[config.mk]
export PLATFORM = sky130hd
export DESIGN_NAME = polygon_edge_clipper_unit
export DESIGN_NICKNAME = d
export VERILOG_FILES = /design/src/hdl/pec_pkg.sv /design/src/hdl/polygon_edge_clipper_unit.sv
export SDC_FILE = /design/constraint.sdc
export NUM_CORES = 2
export LEC_CHECK = 0
export BUFFER_PORTS_ARGS = -buffer_cell sky130_fd_sc_hd__buf_2
export CAP_MARGIN = 5
export CORE_MARGIN = 1.5
export CORE_UTILIZATION = 30
export CTS_BUF_LIST = sky130_fd_sc_hd__clkbuf_16
export CTS_CLUSTER_SIZE = 30
export DETAILED_ROUTE_END_ITERATION = 8
export SETUP_SLACK_MARGIN = 0.5
export SLEW_MARGIN = 20
export SYNTH_ARGS = -nofsm -noshare
export SYNTH_HDL_FRONTEND = slang
export SYNTH_SLANG_ARGS = --single-unit
[constraint.sdc]
create_clock -name clk -period 18.39 [get_ports clk]
set_input_delay 2.7585 -clock clk [delete_from_list [all_inputs] [get_ports clk]]
set_output_delay 2.7585 -clock clk [all_outputs]
set_load 0.05 [all_outputs]
[src/hdl/pec_pkg.sv]
// pec_pkg: shared constants of the polygon edge clipper
// default coordinate width, output vertex cap and post-emit step codes, no dependencies
`timescale 1ns / 1ps
`default_nettype none

package pec_pkg;

  localparam int COORD_BITS_DEF = 16;
  localparam int MAX_OUT_VERTICES_DEF = 255;

  // step that follows once the output register has been taken
  localparam logic [1:0] POST_Y    = 2'd0;
  localparam logic [1:0] POST_E    = 2'd1;
  localparam logic [1:0] POST_DONE = 2'd2;
  localparam logic [1:0] POST_IDLE = 2'd3;

endpackage

`default_nettype wire

[src/hdl/polygon_edge_clipper_unit.sv]
// polygon_edge_clipper_unit: one Sutherland-Hodgman clip stage against edge A -> B
// depends on pec_pkg for default parameters and post-emit step codes
//
//  channel   direction  handshake              payload
//  vertex    in         in_valid / in_ready    vertex_x, vertex_y, last_vertex
//  result    out        out_valid / out_ready  out_x, out_y, is_vertex,
//                                              end_of_polygon, vertex_count
//  config    in         write_enable           write_index, write_data
//
// one vertex request forms two cross products for each edge classified, plus
// one multiply-divide pass per magnitude bit (COORD_BITS + 1 bits) for each intersection
// coordinate, all on one shared multiplier and one serial divider
// in_ready is high only while the sequencer is idle; a stalled output holds it
// rst is synchronous and clears the sequencer, edge registers and polygon state
`timescale 1ns / 1ps
`default_nettype none

module polygon_edge_clipper_unit #(
  parameter int COORD_BITS = pec_pkg::COORD_BITS_DEF,
  parameter int MAX_OUT_VERTICES = pec_pkg::MAX_OUT_VERTICES_DEF
) (
  input  wire logic                         clk,
  input  wire logic                         rst,
  input  wire logic                         in_valid,
  output logic                              in_ready,
  input  wire logic signed [COORD_BITS-1:0] vertex_x,
  input  wire logic signed [COORD_BITS-1:0] vertex_y,
  input  wire logic                         last_vertex,
  output logic                              out_valid,
  input  wire logic                         out_ready,
  output logic signed [COORD_BITS-1:0]      out_x,
  output logic signed [COORD_BITS-1:0]      out_y,
  output logic                              is_vertex,
  output logic                              end_of_polygon,
  output logic [7:0]                        vertex_count,
  input  wire logic                         write_enable,
  input  wire logic [1:0]                   write_index,
  input  wire logic [COORD_BITS-1:0]        write_data
);

  localparam int C  = COORD_BITS;
  localparam int DW = C + 1;
  localparam int PW = 2 * DW;
  localparam int XW = PW + 1;
  localparam int RW = XW + 2;
  localparam int IW = $clog2(DW);
  localparam logic [7:0] CAP =
    (MAX_OUT_VERTICES < 255) ? 8'(MAX_OUT_VERTICES) : 8'd255;

  localparam logic [1:0] IDX_AX = 2'd0;
  localparam logic [1:0] IDX_AY = 2'd1;
  localparam logic [1:0] IDX_BX = 2'd2;
  localparam logic [1:0] IDX_BY = 2'd3;

  localparam logic [3:0] ST_IDLE = 4'd0;
  localparam logic [3:0] ST_M1   = 4'd1;
  localparam logic [3:0] ST_M2   = 4'd2;
  localparam logic [3:0] ST_CR   = 4'd3;
  localparam logic [3:0] ST_DEC  = 4'd4;
  localparam logic [3:0] ST_DEN  = 4'd5;
  localparam logic [3:0] ST_DIV0 = 4'd6;
  localparam logic [3:0] ST_DADD = 4'd7;
  localparam logic [3:0] ST_DSUB = 4'd8;
  localparam logic [3:0] ST_DFIN = 4'd9;
  localparam logic [3:0] ST_WAIT = 4'd10;
  localparam logic [3:0] ST_EMIT = 4'd11;
  localparam logic [3:0] ST_EDON = 4'd12;

  logic signed [C-1:0] edge_ax, edge_ay, edge_bx, edge_by;
  logic signed [C-1:0] cur_x, cur_y, first_x, first_y, prev_x, prev_y;
  logic signed [C-1:0] sx, sy, ex, ey;
  logic                cur_last, have_first, closing, which, axis;
  logic [7:0]          emitted_count;
  logic [3:0]          state;
  logic [1:0]          post;

  logic signed [PW-1:0] p1, p2;
  logic signed [XW-1:0] cs, ce;
  logic signed [XW:0]   dd;
  logic [XW-1:0]        pm, den;
  logic [RW-1:0]        r;
  logic [DW-1:0]        mag, q;
  logic                 dneg, nodiv;
  logic [IW-1:0]        bit_i;
  logic signed [C-1:0]  base_a;

  // shared multiplier operands
  logic signed [C-1:0]  ptx, pty;
  logic signed [DW-1:0] m_a, m_b;
  logic signed [PW-1:0] prod;
  logic signed [XW-1:0] cross_val;
  logic signed [DW-1:0] dsel;
  logic signed [C+1:0]  base, base_adj;

  always_comb begin
    ptx = which ? ex : sx;
    pty = which ? ey : sy;
    if (state == ST_M1) begin
      m_a = {edge_bx[C-1], edge_bx} - {edge_ax[C-1], edge_ax};
      m_b = {pty[C-1], pty} - {edge_ay[C-1], edge_ay};
    end else begin
      m_a = {edge_by[C-1], edge_by} - {edge_ay[C-1], edge_ay};
      m_b = {ptx[C-1], ptx} - {edge_ax[C-1], edge_ax};
    end
    prod = m_a * m_b;
    cross_val = {p1[PW-1], p1} - {p2[PW-1], p2};
    dsel = axis ? ({ey[C-1], ey} - {sy[C-1], sy}) : ({ex[C-1], ex} - {sx[C-1], sx});
  end

  // truncate toward zero: pull a rounded-down magnitude back by one
  always_comb begin
    if (nodiv) begin
      base = {base_a[C-1], base_a[C-1], base_a};
    end else if (dneg) begin
      base = {base_a[C-1], base_a[C-1], base_a} - {1'b0, q};
    end else begin
      base = {base_a[C-1], base_a[C-1], base_a} + {1'b0, q};
    end
    base_adj = base;
    if (!nodiv && r != '0) begin
      if (!dneg && base[C+1]) begin
        base_adj = base + (C+2)'(1);
      end else if (dneg && !base[C+1] && base != '0) begin
        base_adj = base - (C+2)'(1);
      end
    end
  end

  assign in_ready  = (state == ST_IDLE);
  assign out_valid = (state == ST_WAIT);

  always_ff @(posedge clk) begin
    if (rst) begin
      edge_ax <= '0;
      edge_ay <= '0;
      edge_bx <= '0;
      edge_by <= '0;
    end else if (write_enable) begin
      case (write_index)
        IDX_AX: edge_ax <= write_data;
        IDX_AY: edge_ay <= write_data;
        IDX_BX: edge_bx <= write_data;
        IDX_BY: edge_by <= write_data;
        default: ;
      endcase
    end
  end

  always_ff @(posedge clk) begin
    if (rst) begin
      state         <= ST_IDLE;
      have_first    <= 1'b0;
      emitted_count <= '0;
      closing       <= 1'b0;
      which         <= 1'b0;
      axis          <= 1'b0;
      post          <= pec_pkg::POST_IDLE;
      first_x       <= '0;
      first_y       <= '0;
      prev_x        <= '0;
      prev_y        <= '0;
    end else begin
      case (state)
        ST_IDLE: begin
          if (in_valid) begin
            cur_x    <= vertex_x;
            cur_y    <= vertex_y;
            cur_last <= last_vertex;
            which    <= 1'b0;
            ex       <= vertex_x;
            ey       <= vertex_y;
            if (have_first) begin
              closing <= 1'b0;
              sx      <= prev_x;
              sy      <= prev_y;
              state   <= ST_M1;
            end else begin
              have_first <= 1'b1;
              first_x    <= vertex_x;
              first_y    <= vertex_y;
              prev_x     <= vertex_x;
              prev_y     <= vertex_y;
              // lone vertex polygon closes onto itself
              if (last_vertex) begin
                closing <= 1'b1;
                sx      <= vertex_x;
                sy      <= vertex_y;
                state   <= ST_M1;
              end
            end
          end
        end
        ST_M1: begin
          p1    <= prod;
          state <= ST_M2;
        end
        ST_M2: begin
          p2    <= prod;
          state <= ST_CR;
        end
        ST_CR: begin
          if (which) begin
            ce    <= cross_val;
            state <= ST_DEC;
          end else begin
            cs    <= cross_val;
            which <= 1'b1;
            state <= ST_M1;
          end
        end
        ST_DEC: begin
          pm    <= cs[XW-1] ? XW'(-cs) : cs;
          dd    <= {ce[XW-1], ce} - {cs[XW-1], cs};
          state <= ST_DEN;
        end
        ST_DEN: begin
          den  <= dd[XW] ? XW'(-dd) : dd[XW-1:0];
          axis <= 1'b0;
          if (cs[XW-1] != ce[XW-1]) begin
            state <= ST_DIV0;
          end else begin
            state <= ST_EMIT;
          end
        end
        ST_DIV0: begin
          dneg   <= dsel[DW-1];
          mag    <= dsel[DW-1] ? DW'(-dsel) : dsel;
          base_a <= axis ? sy : sx;
          nodiv  <= (den == '0) || (pm > den);
          r      <= '0;
          q      <= '0;
          bit_i  <= IW'(C);
          if ((den == '0) || (pm > den)) begin
            state <= ST_DFIN;
          end else begin
            state <= ST_DADD;
          end
        end
        ST_DADD: begin
          r     <= {r[RW-2:0], 1'b0} + (mag[bit_i] ? {2'b00, pm} : '0);
          q     <= {q[DW-2:0], 1'b0};
          state <= ST_DSUB;
        end
        ST_DSUB: begin
          if (r >= {2'b00, den}) begin
            r <= r - {2'b00, den};
            q <= q + DW'(1);
          end else if (bit_i == '0) begin
            state <= ST_DFIN;
          end else begin
            bit_i <= bit_i - IW'(1);
            state <= ST_DADD;
          end
        end
        ST_DFIN: begin
          if (axis) begin
            out_y <= base_adj[C-1:0];
            post  <= pec_pkg::POST_E;
            if (emitted_count < CAP) emitted_count <= emitted_count + 8'd1;
            out_x          <= out_x;
            is_vertex      <= 1'b1;
            end_of_polygon <= 1'b0;
            vertex_count   <= '0;
            state          <= ST_WAIT;
          end else begin
            // x is parked in the output register until y is ready
            out_x <= base_adj[C-1:0];
            axis  <= 1'b1;
            state <= ST_DIV0;
          end
        end
        ST_WAIT: begin
          if (out_ready) begin
            case (post)
              pec_pkg::POST_E:    state <= ST_EMIT;
              pec_pkg::POST_DONE: state <= ST_EDON;
              pec_pkg::POST_IDLE: state <= ST_IDLE;
              default:            state <= ST_DIV0;
            endcase
          end
        end
        ST_EMIT: begin
          if (!ce[XW-1]) begin
            state <= ST_EDON;
          end else begin
            out_x          <= ex;
            out_y          <= ey;
            is_vertex      <= 1'b1;
            end_of_polygon <= 1'b0;
            vertex_count   <= '0;
            post           <= pec_pkg::POST_DONE;
            if (emitted_count < CAP) emitted_count <= emitted_count + 8'd1;
            state          <= ST_WAIT;
          end
        end
        ST_EDON: begin
          if (!closing) begin
            prev_x <= cur_x;
            prev_y <= cur_y;
            if (cur_last) begin
              closing <= 1'b1;
              which   <= 1'b0;
              sx      <= cur_x;
              sy      <= cur_y;
              ex      <= first_x;
              ey      <= first_y;
              state   <= ST_M1;
            end else begin
              state <= ST_IDLE;
            end
          end else begin
            out_x          <= '0;
            out_y          <= '0;
            is_vertex      <= 1'b0;
            end_of_polygon <= 1'b1;
            vertex_count   <= emitted_count;
            emitted_count  <= '0;
            have_first     <= 1'b0;
            post           <= pec_pkg::POST_IDLE;
            state          <= ST_WAIT;
          end
        end
        default: state <= ST_IDLE;
      endcase
    end
  end

endmodule

`default_nettype wire
## After elaboration in Yosys (flattened, before gate mapping)

Index checks and enable logic that the tools add are counted.

| word-level totals | value |
|---|---|
| register bits after elaboration | 623 |
| output and inout bits | 44 |
| word-level logic and storage cells | 256 |

| cells by class | value |
|---|---|
| add/subtract/negate cells | 20 |
| $mul | 1 |
| $lt $le $gt $ge | 4 |
| equal/unequal tests | 32 |
| muxes and demuxes | 108 |
| bitwise operators | 3 |
| reductions and logical operators | 45 |

Operators with widths:

| kind | count |
|---|---|
| 16-bit 2-to-1 mux | 34 |
| 16-bit case mux with 2 select lines | 6 |
| 37-bit case mux with 3 select lines | 1 |
| 16-bit by 16-bit subtractor with 17-bit output | 6 |
| 16-bit case mux with 3 select lines | 2 |
| 35-bit 2-to-1 mux | 2 |
| 35-bit negator | 2 |
| 17-bit 2-to-1 mux | 4 |
| 8-bit 2-to-1 mux | 7 |
| 4-bit case mux with 13 select lines | 1 |
| 17-bit case mux with 3 select lines | 1 |
| 8-bit case mux with 3 select lines | 2 |
| 4-bit 2-to-1 mux | 10 |
| 37-bit by 35-bit adder with 37-bit output | 1 |
| 37-bit by 35-bit >= comparator with 1-bit output | 1 |
| 37-bit 2-to-1 mux | 1 |
| 37-bit nonzero test | 1 |
| 37-bit by 35-bit subtractor with 37-bit output | 1 |
| 18-bit 2-to-1 mux | 2 |
| 35-bit by 35-bit subtractor with 36-bit output | 1 |
| 35-bit > comparator | 1 |
| 35-bit logical NOT | 1 |
| 34-bit by 34-bit subtractor with 35-bit output | 1 |
| 17-bit by 17-bit multiplier with 34-bit output | 1 |
| other kinds (46) | 123 |

## Longest topological paths before layout

| depth | value |
|---|---|
| word-level depth | 11 |
| mapped depth | 40 |
| depth with buffers taken out | 38 |

## Least setup slack after synthesis

OpenSTA, ideal clock, no wires.

| timing path | value |
|---|---|
| path kind | input-to-reg |
| start point | input rst |
| end point | register dd[0] (enable) |
| setup time | 0.675 ns |
| arrival | 9.916 ns |
| data required time | 17.715 ns |
| setup slack | 7.799 ns |
| cell stages on the path | 3 |
| buffers on the path | 2 |
| path through | clkbuf_1 clkbuf_1 nor4_1 |

| between the ends | value |
|---|---|
| word-level cells in the longest chain between the ends | 2 |

RTL lines:

| what | RTL line | RTL |
|---|---|---|
| from (decl) | polygon_edge_clipper_unit.sv:23 | `input wire logic rst,` |
| 1-bit NOT (no source line) | -- |  |
| 2-bit AND reduction (no source line) | -- |  |
| to (signal assigned) | polygon_edge_clipper_unit.sv:213 | `dd <= {ce[XW-1], ce} - {cs[XW-1], cs};` |
| to (decl) | polygon_edge_clipper_unit.sv:79 | `logic signed [XW:0] dd;` |

No other way between the ends.
A chain may end at the register's enable or synchronous reset.

## Final worst setup path

| timing path | value |
|---|---|
| start point | register which |
| end point | register p1[33] (data pin) |

| between the ends | value |
|---|---|
| word-level cells in the longest chain between the ends | 4 |
| elaborated cells between the ends (all ways) | 6 |
| classes of those cells | 2 x add/sub; 1 x mul; 3 x mux |

RTL lines:

| what | RTL line | RTL |
|---|---|---|
| from (decl) | polygon_edge_clipper_unit.sv:72 | `logic cur_last, have_first, closing, which, axis;` |
| from (signal assigned) | polygon_edge_clipper_unit.sv:155 | `which <= 1'b0;` |
| from (signal assigned) | polygon_edge_clipper_unit.sv:169 | `which <= 1'b0;` |
| from (signal assigned) | polygon_edge_clipper_unit.sv:207 | `which <= 1'b1;` |
| 16-bit 2-to-1 mux (on tied branches) | polygon_edge_clipper_unit.sv:96, polygon_edge_clipper_unit.sv:97 |  |
| 16-bit by 16-bit subtractor with 17-bit output (on tied branches) | polygon_edge_clipper_unit.sv:103, polygon_edge_clipper_unit.sv:100 |  |
| 17-bit 2-to-1 mux (*) | polygon_edge_clipper_unit.sv:98 | `if (state == ST_M1) begin` |
| 17-bit by 17-bit multiplier with 34-bit output (*) | polygon_edge_clipper_unit.sv:105 | `prod = m_a * m_b;` |
| via prod[33] | polygon_edge_clipper_unit.sv:90 | `logic signed [PW-1:0] prod;` |
| to (signal assigned) | polygon_edge_clipper_unit.sv:194 | `p1 <= prod;` |
| to (decl) | polygon_edge_clipper_unit.sv:77 | `logic signed [PW-1:0] p1, p2;` |

The timed path passes the listed nets; every way through them passes the cells marked *.

==> flow_metrics.py <==
metrics = {
    "timing": {
        "whs_ns": 0.427,
        "fin_crit_ns": 10.62,
        "tns_ns": 0,
        "maxSlewViolCount": 0,
        "hold_viol": 0,
        "max_clock_freq_ghz": 0.0942,
        "finalCritPeriodShare_pct": 57.7,
        "relSlewSlack_pct": 22.5,
        "grt_setup_unrepaired": "false",
        "skew_ns": 0.0457,
        "setup-violations-final": 0,
        "tightest_slew_ns": 1.13,
    },
    "worst_setup_path": {
        "path_class": "flip-flop to flip-flop",
        "max_stage_delay_ns": 0.55,
        "crit_required_ns": 18.79,
        "cp_top_family": "compound AO/OA/AOI/OAI gates",
        "critPathSlowestCell": "fa_1",
        "cp_num_cells": 36,
        "reg2regPathDepth": 36,
        "crit_buf_inv": 6,
        "cp.arrival_ns": 11.01,
        "cp_common_cell": "fa_1",
        "end_kind": "flip-flop",
        "start_kind": "flip-flop",
        "cp_max_fo": 67,
    },
    "floorplanning": {
        "io_pins": 100,
        "die_w_um": 413,
        "start_util_pct": 30.2,
        "dieHeight_um": 413,
        "core-area_sq_um": 167000,
        "num_rows": 150,
        "die-area_sq_um": 170000,
    },
    "final_layout": {
        "final_cells": 7743,
        "drive_gt1_share_pct": 6.28,
        "final_util_pct": 33.4,
        "area_growth_pct": 10.8,
        "fin_nets": 6226,
    },
    "cts": {
        "cts-root-buf": "clkbuf_16",
        "clk_pin_slew_ns": 0.06,
        "cts_resized": 0,
        "cts_tree": "done",
        "clkLatencyLatePin_ns": 0.70,
        "cts.sinks": 623,
        "clock_path_buffers": 3,
        "h-tree-depth": 3,
        "post-cts-setup-buffers": 0,
        "cts-buffers-inserted": 72,
        "hold_buffers": 0,
    },
    "synth": {
        "synth.cell_area_sq_um": 50400,
        "synth_cells": 5440,
        "ys_top_cells_by_area": "edfxtp_1 (28%), fa_1 (12%), ha_1 (9.5%)",
        "yosysSeqAreaShare_pct": 34.2,
        "async_flop_share_pct": 0,
        "synth_ff_type": "edfxtp_1",
        "ys_types": 89,
        "yosys_warnings": 0,
        "avgSynthCellArea_sq_um": 9.27,
        "synth_fp_nets": 6187,
        "synth_top_cell_by_area": "edfxtp_1",
        "synth_top_area_share_pct": 28.4,
        "synth_edf_count": 477,
        "synth-seq-cells": 623,
    },
    "drt": {
        "wl_um": 138000,
        "via_count": 39173,
        "drt_pass1_iterations": 7,
        "drt_iter0_drc": 2997,
        "routedWlPerCell_um": 17.8,
        "drcViolationCount": 0,
        "drt.antenna.violating_nets": 0,
        "vias_per_cell": 5.06,
    },
    "grt": {
        "grt_pass1_vias": 37328,
        "gr-usage-all-layers_pct": 15.7,
        "antenna_found_initial": 3,
        "grt_max_degree": 102,
        "overflow": 0,
        "grt_pass1_wl_um": 211000,
    },
    "hold_path": {
        "hold_path_depth": 0,
        "hp-class": "flip-flop to flip-flop",
    },
    "placement": {
        "place_hpwl_um": 107000,
        "place_congestion": 0.899,
        "place_inst": 7609,
        "port_buffers": 99,
    },
    "outcome": {
        "status": "complete, no violations",
    },
    "run": {
        "cap_violations": 0,
    },
}
-- final timing paths --
check / from / to / slack (ns)
setup / recovery: which / p1[33] / 7.77
hold reg to reg: dd[0] / den[0] / 0.43
setup reg to reg: which / p1[33] / 7.77
hold / removal: dd[0] / den[0] / 0.43
-- registers in the layout, indices dropped and copies added, names as in the netlist, 17 cells and up --
register and count:
r 37, dd 36, pm 35, q 17, mag 17, cs 35, p2 34, ce 35
p1 34, den 35
-- cell families after synthesis --
family / share of synthesized area [%]
AO/OA/AOI/OAI: 14.8
XOR/XNOR: 5.77
flip-flops: 34.2
adder cells (fa/ha/maj): 21.7
buffers and inverters: 6.18
AND/OR/NAND/NOR: 15.6
multiplexers: 1.73
-- placed cells by master, fill, tap and decap left out, drive strengths merged, types with 12 or more instances in the layout --
master / count
a21boi: 21
clkinv: 32
mux2i: 71
o21a: 49
nor3: 80
a21oi: 336
nand4: 36
xor2: 81
edfxtp: 477
nor4: 35
nor3b: 16
nand2: 753
and3: 38
and2: 87
o21bai: 26
a31oi: 21
a211oi: 27
or4: 15
or2: 25
buf: 153
nor2b: 70
nor2: 370
nand2b: 52
a21o: 116
o22ai: 36
ha: 383
o211ai: 22
fa: 308
o21ai: 303
a2111oi: 12
a311oi: 37
o41ai: 14
or3: 38
xnor2: 251
o31ai: 33
dfxtp: 146
inv: 659
clkbuf: 74
nand3: 66
-- per-layer routing --
layer	global-route usage (%)	part of all wire [%]	vias to the layer above
met5	0	0	-
met4	3.90	2.2	0
met3	2.37	5.7	166
met2	25.1	46	1051
met1	22.2	47	19140
li1	-	-	18816
-- cells in the mapped netlist (21+ instances only) --
| master | number |
|---|---|
| mux2i_1 | 70 |
| or2_2 | 21 |
| nor3_1 | 79 |
| a311oi_1 | 37 |
| and3_1 | 38 |
| a211oi_1 | 27 |
| o211ai_1 | 22 |
| and2_1 | 87 |
| or3_1 | 38 |
| clkbuf_1 | 163 |
| nand2b_1 | 52 |
| edfxtp_1 | 477 |
| nor2_1 | 370 |
| o22ai_1 | 36 |
| nand4_1 | 36 |
| dfxtp_1 | 146 |
| nand2_1 | 753 |
| xor2_1 | 81 |
| inv_1 | 638 |
| nor4_1 | 34 |
| o21bai_1 | 26 |
| a21o_1 | 116 |
| xnor2_1 | 251 |
| fa_1 | 308 |
| nor2b_1 | 70 |
| nand3_1 | 66 |
| o31ai_1 | 33 |
| ha_1 | 383 |
| o21a_1 | 49 |
| o21ai_0 | 286 |
| a21oi_1 | 335 |
-- layout make-up --
| type | count | area, sq um |
|---|---|---|
| Inverter | 639 | 2400 |
| Tap cell | 2204 | 2760 |
| Multi-Input combinational cell | 3990 | 30200 |
| Clock buffer | 74 | 1850 |
| Clock inverter | 59 | 479 |
| Sequential cell | 623 | 17300 |
| Timing Repair Buffer | 153 | 907 |
| Antenna cell | 1 | 2.50 |
| Fill cell | 17114 | 111000 |
-- stage by stage --
| stage | cell area [sq um] | worst slack [ns] |
|---|---|---|
| global route | 55800 | 7.15 |
| detailed placement | 53500 | 7.93 |
| finish | 55800 | 7.77 |
| floorplan | 50400 | 7.80 |
| CTS | 55800 | 7.91 |
| global placement | 53500 | 8.05 |
Power is not shown: default switching activity piles up to over one toggle a cycle in this logic, so the estimate is an artifact.
